[config.mk]
export PLATFORM = sky130hd
export DESIGN_NAME = status_register_transfer
export DESIGN_NICKNAME = d
export VERILOG_FILES = /design/src/design/srt_pkg.sv /design/src/design/srt_psr_regs.sv /design/src/design/srt_exec.sv /design/src/design/status_register_transfer.sv
export VERILOG_INCLUDE_DIRS = /design/src /design/src/design
export SDC_FILE = /design/constraint.sdc
export NUM_CORES = 1
export LEC_CHECK = 0
export BUFFER_PORTS_ARGS = -buffer_cell sky130_fd_sc_hd__buf_2
export CORE_MARGIN = 2
export CORE_UTILIZATION = 60
export DETAILED_ROUTE_END_ITERATION = 6
export PLACE_DENSITY = 0.88
export SLEW_MARGIN = 20
export SYNTH_ARGS = -nofsm -noshare
export SYNTH_HDL_FRONTEND = slang
export SYNTH_HIERARCHICAL = 1
export SYNTH_SLANG_ARGS = --single-unit
[constraint.sdc]
create_clock -name clk -period 5.75 [get_ports clk]
set_input_delay 1.15 -clock clk [delete_from_list [all_inputs] [get_ports clk]]
set_output_delay 1.15 -clock clk [all_outputs]
set_load 0.05 [all_outputs]
[src/design/status_register_transfer_macros.svh]
// Assertion macros for the status register transfer block.
// Used by the top level only; needs a clock named clk and a reset named rst.
`ifndef STATUS_REGISTER_TRANSFER_MACROS_SVH
`define STATUS_REGISTER_TRANSFER_MACROS_SVH

// Same-cycle implication, disabled during reset.
`define SRT_ASSERT_IMPL(lbl, ante, cons, msg) \
  lbl: assert property (@(posedge clk) disable iff (rst) (ante) |-> (cons)) \
    else $error(msg);

// Next-cycle implication, disabled during reset.
`define SRT_ASSERT_NEXT(lbl, ante, cons, msg) \
  lbl: assert property (@(posedge clk) disable iff (rst) (ante) |=> (cons)) \
    else $error(msg);

`endif

[src/design/srt_pkg.sv]
// Shared types, constants and mask tables for the status register transfer block.
// No dependencies; imported by every module of the block.
package srt_pkg;

  localparam int PSR_W      = 32;
  localparam int SPSR_BANKS = 5;
  localparam int BANK_W     = $clog2(SPSR_BANKS);
  localparam int ROW_W      = 3;

  localparam logic [PSR_W-1:0] CPSR_RESET = 32'h0000_00d3;
  localparam logic [ROW_W-1:0] ARCH_RESET = 3'd4;
  localparam logic [ROW_W-1:0] ARCH_MAX   = 3'd4;
  localparam int               TBIT_POS   = 5;

  localparam logic [4:0] MODE_USR = 5'h10;
  localparam logic [4:0] MODE_FIQ = 5'h11;
  localparam logic [4:0] MODE_IRQ = 5'h12;
  localparam logic [4:0] MODE_SVC = 5'h13;
  localparam logic [4:0] MODE_ABT = 5'h17;
  localparam logic [4:0] MODE_UND = 5'h1b;

  localparam logic CMD_MRS = 1'b0;
  localparam logic CMD_MSR = 1'b1;

  typedef enum logic [1:0] {
    ST_OK     = 2'd0,
    ST_UNPRED = 2'd1,
    ST_UNIMPL = 2'd2
  } status_t;

  typedef struct packed {
    logic             cmd;
    logic [PSR_W-1:0] instr;
    logic [PSR_W-1:0] rm_value;
    logic             cond_pass;
  } item_t;

  typedef struct packed {
    status_t          status;
    logic [PSR_W-1:0] psr_value;
    logic             rd_write;
    logic [3:0]       rd_index;
    logic             thumb_changed;
  } result_t;

  // Current view of the status registers, as seen by the execute logic.
  typedef struct packed {
    logic [PSR_W-1:0] cpsr;
    logic [PSR_W-1:0] spsr;
    logic             has_spsr;
    logic [ROW_W-1:0] row;
  } psr_view_t;

  typedef struct packed {
    logic             cpsr_we;
    logic             spsr_we;
    logic [PSR_W-1:0] value;
  } psr_write_t;

  typedef struct packed {
    logic              valid;
    logic [BANK_W-1:0] idx;
  } bank_sel_t;

  function automatic bank_sel_t bank_of_mode(input logic [4:0] mode);
    bank_sel_t b;
    b.valid = 1'b1;
    unique case (mode)
      MODE_FIQ: b.idx = BANK_W'(0);
      MODE_IRQ: b.idx = BANK_W'(1);
      MODE_SVC: b.idx = BANK_W'(2);
      MODE_ABT: b.idx = BANK_W'(3);
      MODE_UND: b.idx = BANK_W'(4);
      default: begin
        b.valid = 1'b0;
        b.idx   = '0;
      end
    endcase
    return b;
  endfunction

  function automatic logic [PSR_W-1:0] priv_bits(input logic [ROW_W-1:0] row);
    case (row)
      3'd0, 3'd1, 3'd2, 3'd3: return 32'h0000_000f;
      default:                return 32'h0000_01df;
    endcase
  endfunction

  function automatic logic [PSR_W-1:0] exec_state_bits(input logic [ROW_W-1:0] row);
    case (row)
      3'd0:       return 32'h0000_0000;
      3'd1, 3'd2: return 32'h0000_0020;
      default:    return 32'h0100_0020;
    endcase
  endfunction

  function automatic logic [PSR_W-1:0] reserved_bits(input logic [ROW_W-1:0] row);
    case (row)
      3'd0:    return 32'h0fff_ff20;
      3'd1:    return 32'h0fff_ff00;
      3'd2:    return 32'h07ff_ff00;
      3'd3:    return 32'h06ff_ff00;
      default: return 32'h06f0_fc00;
    endcase
  endfunction

  function automatic logic [PSR_W-1:0] flag_bits(input logic [ROW_W-1:0] row);
    case (row)
      3'd0, 3'd1: return 32'hf000_0000;
      3'd2, 3'd3: return 32'hf800_0000;
      default:    return 32'hf80f_0200;
    endcase
  endfunction

endpackage

[src/design/srt_psr_regs.sv]
// CPSR, the five banked SPSRs and the architecture version register.
// Depends on srt_pkg; written by the top level from the execute logic.
module srt_psr_regs (
  input  logic                      clk,
  input  logic                      rst,
  input  logic                      cfg_we,
  input  logic [srt_pkg::ROW_W-1:0] cfg_value,
  input  srt_pkg::psr_write_t       wr,
  output srt_pkg::psr_view_t        view
);
  import srt_pkg::*;

  logic [PSR_W-1:0] cpsr;
  logic [PSR_W-1:0] spsr [SPSR_BANKS];
  logic [ROW_W-1:0] arch_version;
  bank_sel_t        bank;

  assign bank = bank_of_mode(cpsr[4:0]);

  always_ff @(posedge clk) begin
    if (rst) begin
      cpsr         <= CPSR_RESET;
      arch_version <= ARCH_RESET;
      for (int i = 0; i < SPSR_BANKS; i++) begin
        spsr[i] <= '0;
      end
    end else begin
      if (cfg_we) begin
        arch_version <= cfg_value;
      end
      if (wr.cpsr_we) begin
        cpsr <= wr.value;
      end
      for (int i = 0; i < SPSR_BANKS; i++) begin
        if (wr.spsr_we && bank.valid && bank.idx == BANK_W'(i)) begin
          spsr[i] <= wr.value;
        end
      end
    end
  end

  always_comb begin
    view.cpsr     = cpsr;
    view.has_spsr = bank.valid;
    view.spsr     = bank.valid ? spsr[bank.idx] : '0;
    view.row      = (arch_version > ARCH_MAX) ? ARCH_MAX : arch_version;
  end

endmodule

[src/design/srt_exec.sv]
// Decode and masking logic for one MRS or MSR instruction.
// Depends on srt_pkg; purely combinational, fed from the input register.
module srt_exec (
  input  srt_pkg::item_t     item,
  input  srt_pkg::psr_view_t view,
  output srt_pkg::result_t   res,
  output srt_pkg::psr_write_t wr
);
  import srt_pkg::*;

  logic [PSR_W-1:0]   ir;
  logic [PSR_W-1:0]   imm_op;
  logic [2*PSR_W-1:0] imm_dbl;
  logic [4:0]         rot;
  logic [PSR_W-1:0]   op;
  logic [PSR_W-1:0]   field_bytes;
  logic [PSR_W-1:0]   st, us, pr, ua;
  logic [PSR_W-1:0]   mask;
  logic [PSR_W-1:0]   value;
  logic               priv;
  logic               use_spsr;
  status_t            status;

  assign ir      = item.instr;
  assign rot     = {ir[11:8], 1'b0};
  assign imm_dbl = {24'd0, ir[7:0], 24'd0, ir[7:0]} >> rot;
  assign imm_op  = imm_dbl[PSR_W-1:0];
  assign st      = exec_state_bits(view.row);
  assign us      = flag_bits(view.row);
  assign pr      = priv_bits(view.row);
  assign ua      = reserved_bits(view.row);
  assign priv    = view.cpsr[4:0] != MODE_USR;
  assign use_spsr = ir[22];
  assign field_bytes = {{8{ir[19]}}, {8{ir[18]}}, {8{ir[17]}}, {8{ir[16]}}};

  always_comb begin
    status = ST_OK;
    value  = '0;
    op     = '0;
    mask   = '0;
    res.rd_write      = 1'b0;
    res.thumb_changed = 1'b0;
    wr.cpsr_we        = 1'b0;
    wr.spsr_we        = 1'b0;

    if (item.cmd == CMD_MRS) begin
      if (ir[19:16] != 4'hf || ir[11:0] != 12'd0) begin
        status = ST_UNPRED;
      end else begin
        value        = use_spsr ? view.spsr : view.cpsr;
        res.rd_write = item.cond_pass;
      end
    end else begin
      // Operand selection, in the order in which the checks take priority.
      if (ir[15:12] != 4'hf) begin
        status = ST_UNPRED;
      end else if (ir[25]) begin
        op = imm_op;
      end else if (ir[7:4] != 4'd0) begin
        status = ST_UNIMPL;
      end else if (ir[11:8] != 4'd0) begin
        status = ST_UNPRED;
      end else begin
        op = item.rm_value;
      end

      if (status == ST_OK && (op & ua) != '0) begin
        status = ST_UNPRED;
      end

      if (status == ST_OK) begin
        if (use_spsr) begin
          if (!view.has_spsr) begin
            status = ST_UNPRED;
          end else begin
            mask       = field_bytes & (us | pr | st);
            value      = (view.spsr & ~mask) | (op & mask);
            wr.spsr_we = item.cond_pass;
          end
        end else if (priv && (op & st) != '0) begin
          status = ST_UNPRED;
        end else begin
          mask       = priv ? (field_bytes & (us | pr)) : (field_bytes & us);
          value      = (view.cpsr & ~mask) | (op & mask);
          wr.cpsr_we = item.cond_pass;
          res.thumb_changed = item.cond_pass &
                              (view.cpsr[TBIT_POS] ^ value[TBIT_POS]);
        end
      end

      if (status != ST_OK) begin
        value = '0;
      end
    end

    res.status    = status;
    res.psr_value = value;
    res.rd_index  = ir[15:12];
    wr.value      = value;
  end

endmodule

[src/design/status_register_transfer.sv]
// Top level of the MRS/MSR status register transfer block.
// Depends on srt_pkg, srt_psr_regs, srt_exec and the assertion macro header.
//
//  channel  | direction | words carried
//  ---------+-----------+-----------------------------------------------
//  s_*      | in        | one MRS or MSR instruction with operands
//  m_*      | out       | status, PSR value and Rd write request
//  cfg_*    | in        | architecture version (mask table row)
//
// An instruction executes in the cycle after it is accepted and its result is
// loaded at the next edge; one instruction per cycle is sustained while m_tready
// stays high. Synchronous reset clears both valid flags, loads CPSR with 0xD3,
// clears the SPSRs and selects table row 4. A stall on m_tready holds the result
// register and backs up into the input register one word later.
`include "status_register_transfer_macros.svh"

module status_register_transfer (
  input  logic                      clk,
  input  logic                      rst,
  input  logic                      s_tvalid,
  output logic                      s_tready,
  // [31:0] instr, [63:32] rm_value, [64] cond_pass, [71:65] zero
  input  logic [71:0]               s_tdata,
  // [0] cmd
  input  logic                      s_tuser,
  output logic                      m_tvalid,
  input  logic                      m_tready,
  // [31:0] psr_value, [32] rd_write, [36:33] rd_index, [37] thumb_changed,
  // [39:38] zero
  output logic [39:0]               m_tdata,
  // [1:0] status
  output logic [1:0]                m_tuser,
  input  logic                      cfg_valid,
  output logic                      cfg_ready,
  input  logic [srt_pkg::ROW_W-1:0] cfg_data
);
  import srt_pkg::*;

  logic       in_vld;
  item_t      in_item;
  logic       out_vld;
  result_t    out_res;
  logic       advance;
  result_t    res_next;
  psr_write_t wr_raw;
  psr_write_t wr;
  psr_view_t  view;

  // An instruction executes when the result register is free or emptying.
  assign advance   = in_vld && (!out_vld || m_tready);
  assign s_tready  = !in_vld || advance;
  assign cfg_ready = 1'b1;

  always_ff @(posedge clk) begin
    if (rst) begin
      in_vld <= 1'b0;
    end else if (s_tready) begin
      in_vld <= s_tvalid;
    end
  end

  always_ff @(posedge clk) begin
    if (s_tvalid && s_tready) begin
      in_item.cmd       <= s_tuser;
      in_item.instr     <= s_tdata[31:0];
      in_item.rm_value  <= s_tdata[63:32];
      in_item.cond_pass <= s_tdata[64];
    end
  end

  always_ff @(posedge clk) begin
    if (rst) begin
      out_vld <= 1'b0;
    end else if (advance) begin
      out_vld <= 1'b1;
    end else if (m_tready) begin
      out_vld <= 1'b0;
    end
  end

  always_ff @(posedge clk) begin
    if (advance) begin
      out_res <= res_next;
    end
  end

  srt_exec u_exec (
    .item (in_item),
    .view (view),
    .res  (res_next),
    .wr   (wr_raw)
  );

  always_comb begin
    wr         = wr_raw;
    wr.cpsr_we = wr_raw.cpsr_we && advance;
    wr.spsr_we = wr_raw.spsr_we && advance;
  end

  srt_psr_regs u_regs (
    .clk       (clk),
    .rst       (rst),
    .cfg_we    (cfg_valid && cfg_ready),
    .cfg_value (cfg_data),
    .wr        (wr),
    .view      (view)
  );

  assign m_tvalid = out_vld;
  assign m_tuser  = out_res.status;
  assign m_tdata  = {2'b00, out_res.thumb_changed, out_res.rd_index,
                     out_res.rd_write, out_res.psr_value};

  `SRT_ASSERT_IMPL(a_err_clears_result,
    out_vld && out_res.status != ST_OK,
    out_res.psr_value == '0 && !out_res.rd_write,
    "result with error status carries data or an Rd write")

  `SRT_ASSERT_IMPL(a_write_only_when_ok,
    wr.cpsr_we || wr.spsr_we,
    res_next.status == ST_OK && in_item.cond_pass && in_item.cmd == CMD_MSR,
    "status register written by a failed or skipped instruction")

  `SRT_ASSERT_IMPL(a_thumb_needs_cpsr_write,
    advance && res_next.thumb_changed,
    wr.cpsr_we && !wr.spsr_we,
    "T bit change reported without a CPSR write")

  `SRT_ASSERT_NEXT(a_cpsr_follows_write,
    wr.cpsr_we,
    view.cpsr == $past(wr.value),
    "CPSR does not hold the value written")

endmodule

Yosys cells after proc, flatten, opt, wreduce, memory -nomap -nowiden --
Memories as Yosys holds them, arrays and structs flattened. Cells that the tools add are included.
Word-level totals: register bits after elaboration 137, RAM bits 160, bits of input ports 81, output and inout port bits 45, logic and storage cells 156, memories kept 1
Operators by class: $lt $le $gt $ge 1, eq/ne operators 15, shifts and indexed selects 1, mux-type cells 66, bitwise logic cells 24, reductions and logical operators 35
Memory list:
- u_regs.spsr | words 5, bits a word 32, rd ports 1, clocked after memory_dff 0, wr ports 5, line srt_psr_regs.sv:14 | logic [PSR_W-1:0] spsr [SPSR_BANKS];
Operators by type and width (count):
- two-way mux 32 bit | 20
- bitwise AND 32 bit | 7
- case mux 28 bit (4 select lines) | 1
- inverter 32 bit | 2
- bitwise OR 32 bit | 2
- nonzero test 32 bit | 2
- case mux 28 bit (2 select lines) | 1
- case mux 25 bit (2 select lines) | 1
- >> shifter 40 x 5 -> 32 bit | 1
- bitwise AND 32 x 25 -> 32 bit | 1
- bitwise AND 32 x 28 -> 32 bit | 1
- bitwise OR 32 x 25 -> 32 bit | 1
- bitwise OR 32 x 9 -> 32 bit | 1
- two-way mux 2 bit | 14
- two-way mux 1 bit | 26
- == test 5 bit, second input constant | 5
- == test 3 x 2 -> 1 bit, second input constant | 4
- logical AND 1 bit | 12
- case mux 3 bit (4 select lines) | 1
- nonzero test 12 bit | 1
- two-way mux 9 bit | 1
- inequality test 4 bit, second input constant | 2
- nonzero test 4 bit | 2
- OR reduction 2 bit | 4
- other kinds (16) | 29

Depth between registers and ports, before layout --
Gate-level depths: netlist of run 1.
depth in word-level cells 21, mapped depth 14, mapped depth without buffers 11

Modules after synthesis --
Netlist of run 1, hierarchy kept.
Modules (own cells, without submodules):
- srt_psr_regs | instances 1, cells an instance 615, area each 8177.8 µm², seq. area each 5505.3 µm²
- status_register_transfer | instances 1, cells an instance 123, area each 3328.2 µm², seq. area each 3223.1 µm²
- srt_exec | instances 1, cells an instance 419, area each 2816.5 µm², seq. area each 0.0 µm²

Worst setup path after synthesis of run 1 --
Ideal clock, no wire load.
kind reg2reg, start register in_item[41] (netlist name), end memory u_regs.spsr[0][0] (enable), library setup time 0.466 ns, arrival 4.755 ns, required time 5.284 ns, path slack 0.530 ns, cell stages (with the launch flop) 13, path buffers 2, period minus slack after synthesis 5.220 ns, cells stage by stage edfxtp_1 -> buf_6 -> mux2i_2 -> a31oi_1 -> o41ai_2 -> o221ai_2 -> nor3_4 -> nand3_2 -> buf_6 -> nor2_1 -> and3_1 -> nand4_1 -> o21ai_0
RTL lines:
- start, declared | line status_register_transfer.sv:40 | item_t in_item;
- end, declared | line srt_psr_regs.sv:14

==> results.sh, run 1 <==
export IMPL_outcome="completed"
export IMPL_ir_drop_v=0.000244
export IMPL_postPlaceCellArea_um2=14500
export IMPL_post_cts_buffers=0
export IMPL_fmax_mhz=215
export IMPL_hp_class="flip-flop to flip-flop"
export IMPL_vias=9995
export IMPL_finalCriticalPeriod_ns=4.65
export IMPL_tns_ns=0
export IMPL_netlist_area_um2=14000
export IMPL_die_area_um2=24600
export IMPL_die_h_um=157
export IMPL_rsz0062_at_grt="false"
export IMPL_max_slew_margin_pct=22.7
export IMPL_fin_nets=1270
export IMPL_h_tree_depth=1
export IMPL_internal_power_mw=3.62
export IMPL_pwr_share_clk_pct=41.5
export IMPL_grt_pass1_wl_mm=52.8
export IMPL_crit_required_ns=6.15
export IMPL_fillers=1563
export IMPL_cts_buffers=29
export IMPL_cts_buffer_depth=3
export IMPL_postCtsHoldBufs=0
export IMPL_dr_first_iter_drc_count=1250
export IMPL_switching_share_pct=22.1
export IMPL_gp_congestion=0.912
export IMPL_start_util_pct=61.6
export IMPL_dr_pass1_iters=6
export IMPL_p_per_area_nw_per_um2=301
export IMPL_cts_sinks=293
export IMPL_slew_viol_final=0
export IMPL_grt_usage_pct=28.0
export IMPL_vias_per_cell=6.55
export IMPL_regArea_um2=8430
export IMPL_die_w_um=157
export IMPL_drive_gt1_share_pct=17.5
export IMPL_yosysWarnings=6
export IMPL_wirelength_mm=34.4
export IMPL_end_kind="flip-flop"
export IMPL_crit_type="flip-flop to flip-flop"
export IMPL_p_leak_nw=5.51
export IMPL_drcViolationCount=0
export IMPL_insertion_delay_ns=0.56
export IMPL_coreArea_um2=22800
export IMPL_start_kind="flip-flop"
export IMPL_avgSynthCellArea_um2=12.2
export IMPL_multi_input_area_um2=4680
export IMPL_num_rows=55
export IMPL_ios=126
export IMPL_wire_per_inst_um=22.5
export IMPL_maxCapViolations=0
export IMPL_antenna_found_initial=0
export IMPL_switching_power_mw=1.03
export IMPL_fin_worst_skew_ns=0.0203
export IMPL_grt_pass1_vias=9481
export IMPL_power_mw=4.65
export IMPL_crit_fanout=34
export IMPL_cts_clk_slew_worst_paths_ns=0.06
export IMPL_grt_max_degree=72
export IMPL_hold_slack_ns=0.469
export IMPL_drtAntennaViolNets=0
export IMPL_synthCells=1147
export IMPL_worst_slew_pin_slew_ns=1.16
export IMPL_pwr_share_comb_pct=6.3
export IMPL_cp_arrival_ns=5.05
export IMPL_portBuffers=105
export IMPL_finalSetupViolations=0
export IMPL_stdcell_area_um2=15500
export IMPL_hold_viol=0
export IMPL_syn2layout_area_growth_pct=10.3
export IMPL_grt_overflow_total=0
export IMPL_cts_root_buf="clkbuf_16"
export IMPL_p_seq_share_pct=52.2
export IMPL_cts_resized_gates=0
export IMPL_period_share_pct=80.9
export IMPL_dp_hpwl_mm=21.9
export IMPL_cts_tree="yes"
## sequential cells by signal (all words and copies together) (netlist names)
register / flops
in_item: 56
in_vld: 1
m_tdata: 38
m_tuser: 2
m_tvalid: 1
u_regs/arch_version: 3
u_regs/cpsr: 32
u_regs/spsr: 160
## cell usage in the layout (no fill, tap or decap), types with 6 or more instances in the layout
cell type / instances
a211oi_1: 34
clkbuf_1: 7
inv_1: 67
buf_4: 25
a21oi_1: 32
dfxtp_1: 36
a32oi_1: 17
nor3_1: 11
nand4_1: 7
o31ai_1: 12
nor2_1: 49
o22ai_1: 31
nor4_1: 7
a22oi_1: 14
nor2b_1: 39
a221oi_1: 31
nand2b_1: 11
o211ai_1: 6
o21ai_0: 49
nand3_1: 6
clkbuf_16: 29
o21a_1: 9
o2111a_1: 27
edfxtp_1: 256
o32ai_1: 6
nand2_1: 65
and2_1: 43
mux2i_1: 61
buf_2: 105
## power groups by stage
stage               logic (mW)  clock network, mW  registers, mW
detailed placement       0.288                  0           2.47
finish                   0.294               1.93           2.43
floorplan                0.174                  0           2.49
global placement         0.281                  0           2.47
CTS                      0.289               1.94           2.43
global route             0.312               2.01           2.43
## routing by layer
layer	track usage (%)	routed length, µm	up-vias
met5	0	0	-
met4	10.0	1250	0
met3	5.07	3480	99
met2	45.5	16300	643
met1	38.0	13400	4810
li1	-	-	4443
## worst max-delay path, cell delays in order (launching register included)
cell	delay (ns)
edfxtp_1	0.52
mux2i_1	0.65
o221ai_1	0.30
a32oi_1	0.35
o311ai_1	0.14
o21bai_2	0.34
nand2_2	0.39
nor4_1	0.40
and3_2	1.02
mux2i_1	0.28
nand2_1	0.08
## worst paths after layout
path	from	end	slack, ns	cells past startpoint
min	in_item[46]	m_tdata[34]	0.47	0
max reg2reg	in_item[41]	u_regs/cpsr[6]	1.10	10
min reg2reg	in_item[46]	m_tdata[34]	0.47	0
max	in_item[41]	u_regs/cpsr[6]	1.10	10
## layout make-up
cell class,instances,area share (%)
clock inverter,15,1.17
multi-input combinational,667,30.3
sequential,293,54.5
timing repair buffer,131,4.74
clock buffer,39,5.13
tap,313,2.53
antenna,1,0.0162
inverter,67,1.63
## stage by stage
step | utilization (%) | setup slack [ns] | cells
after floorplan | - | 0.530 | 1148
final | 67.9 | 1.10 | 1526
after CTS | 67.8 | 1.24 | 1525
after global routing | 67.9 | 0.844 | 1525
after detailed placement | 63.6 | 1.25 | 1471
after global placement | 63.6 | 1.32 | 1471
No activity file was read; power rests on OpenSTA's default activity.
==> run 2, diff against run 1 <==
==> constraint.sdc (replaced) <==
create_clock -name clk -period 4.69 [get_ports clk]
set_input_delay 0.938 -clock clk [delete_from_list [all_inputs] [get_ports clk]]
set_output_delay 0.938 -clock clk [all_outputs]
set_load 0.05 [all_outputs]
==> run 2 against run 1 <==
Worst hold slack better by 0.0093 ns. Fmax up 9.0%. Clock skew up 0.0045 ns. Wire length up 7.0%. Register-to-register slack worse by 0.68 ns. Critical endpoint is now u_regs/spsr[1][28].
==> results.sh, run 2 (synthesis gave the netlist of run 1 again) <==
export IMPL_wirelength_mm=36.8
export IMPL_vias=10400
export IMPL_rr_worst_depth=11
export IMPL_cts_buffers=29
export IMPL_finalSetupViolations=0
export IMPL_fillers=1541
export IMPL_ir_drop_v=0.000356
export IMPL_coreArea_um2=22800
export IMPL_gp_congestion=0.943
export IMPL_tns_ns=0
export IMPL_postCtsHoldBufs=0
export IMPL_wire_per_inst_um=23.8
export IMPL_finalWorstSetupSlack_ns=0.422
export IMPL_whs_endpoint="m_tdata[35]"
export IMPL_rsz0062_at_grt="false"
export IMPL_largest_register_ffs=160
export IMPL_crit_required_ns=5.07
export IMPL_diodes=0
export IMPL_hold_viol=0
export IMPL_cts_buffer_depth=3
export IMPL_power_mw=5.80
export IMPL_hp_class="flip-flop to flip-flop"
export IMPL_dp_hpwl_mm=23.3
export IMPL_cts_tree="yes"
export IMPL_grt_pass1_vias=10200
export IMPL_drtAntennaViolNets=0
export IMPL_drcViolationCount=0
export IMPL_ios=126
export IMPL_slew_viol_final=0
export IMPL_post_cts_buffers=0
export IMPL_cts_sinks=293
export IMPL_insertion_delay_ns=0.57
export IMPL_num_rows=55
export IMPL_crit_type="flip-flop to flip-flop"
export IMPL_dr_first_iter_drc_count=1539
export IMPL_dr_pass1_iters=6
export IMPL_grt_pass1_wl_mm=56.4
export IMPL_worst_slew_pin_slew_ns=0.815
export IMPL_outcome="completed"
export IMPL_r2r_slack_ns=0.42
export IMPL_max_slew_margin_pct=45.6
export IMPL_h_tree_depth=1
export IMPL_cp_arrival_ns=4.65
export IMPL_finalCriticalPeriod_ns=4.27
export IMPL_maxCapViolations=0
export IMPL_die_area_um2=24600
export IMPL_layout_commonest_cell="edfxtp_1"
export IMPL_crit_fanout=22
export IMPL_grt_max_degree=66
export IMPL_vias_per_cell=6.69
export IMPL_fin_worst_skew_ns=0.0248
export IMPL_start_kind="flip-flop"
export IMPL_grt_usage_pct=30.2
export IMPL_top_register="u_regs/spsr"
export IMPL_fmax_mhz=234
export IMPL_end_kind="flip-flop"
export IMPL_cts_resized_gates=0
export IMPL_drive_gt1_share_pct=19.2
export IMPL_die_w_um=157
export IMPL_period_share_pct=91.0
export IMPL_fin_nets=1294
export IMPL_layout_common_cells="edfxtp_1, buf_2, inv_1, nand2_1, mux2i_1"
export IMPL_r2r_end="u_regs/spsr[1][28]"
export IMPL_pre_cts_ws_ns=0.632
export IMPL_start_util_pct=61.6
export IMPL_hold_depth=0
export IMPL_postPlaceCellArea_um2=14700
export IMPL_syn2layout_area_growth_pct=11.9
export IMPL_stdcell_area_um2=15700
export IMPL_worstHoldStart="in_item[47]"
export IMPL_die_h_um=157
export IMPL_antenna_found_initial=0
export IMPL_p_per_area_nw_per_um2=370
export IMPL_portBuffers=105
export IMPL_grt_overflow_total=0
export IMPL_cts_root_buf="clkbuf_16"
export IMPL_cts_clk_slew_worst_paths_ns=0.06
export IMPL_r2r_start="in_item[41]"
export IMPL_p_leak_nw=5.65
-- run 2: metal layers --
metal	GRT usage [%]	wire (µm)	share of wire, %
met1	39.4	13500	37
met2	49.0	17300	47
met3	5.79	4350	12
met4	14.2	1690	4.6
met5	0	0	0
-- run 2: worst max-delay path by stage --
stage / endpoint / cells past startpoint / start
2_1_floorplan: u_regs/spsr[0][0] / 12 / in_item[41]
6_report: u_regs/spsr[1][28] / 11 / in_item[41]
4_1_cts: u_regs/spsr[2][28] / 11 / in_item[41]
5_1_grt: u_regs/spsr[2][11] / 11 / in_item[41]
3_3_place_gp: u_regs/spsr[0][15] / 11 / in_item[41]
3_5_place_dp: u_regs/spsr[2][28] / 11 / in_item[41]
-- run 2: critical path, cell delays in order, from the launching register on --
cell and delay [ns]:
edfxtp_1 0.85, mux4_2 0.67, and2_1 0.18, o21ai_1 0.26, o221ai_2 0.18, nor3_4 0.33
nand3_2 0.15, nor2_1 0.15, and3_1 0.32, o2111a_1 0.45, buf_4 0.25, and2_1 0.28
-- run 2: power by group --
part           internal (mW)  leakage (nW)  switching, mW
clock network           1.46         0.488          0.990
logic                  0.121          2.28          0.254
registers               2.92          2.88         0.0521
total                   4.51          5.65           1.30
-- run 2: final cells by class --
class                           instances  area, µm²  share of cell area [%]
Clock inverter                         23        283                    1.80
Tap cell                              313        392                    2.49
Clock buffer                           30        729                    4.65
Multi-Input combinational cell        667       4670                    29.8
Timing Repair Buffer                  155        938                    5.98
Inverter                               67        251                    1.60
Sequential cell                       293       8430                    53.7
-- run 2: per-stage QoR --
stage	std cells	hold slack, ns	util (%)
after global routing	1548	0.489	68.9
after detailed placement	1495	0.463	64.5
after global placement	1495	0.450	64.5
final	1548	0.478	68.9
after floorplan	1148	0.452	-
after CTS	1548	0.479	68.9
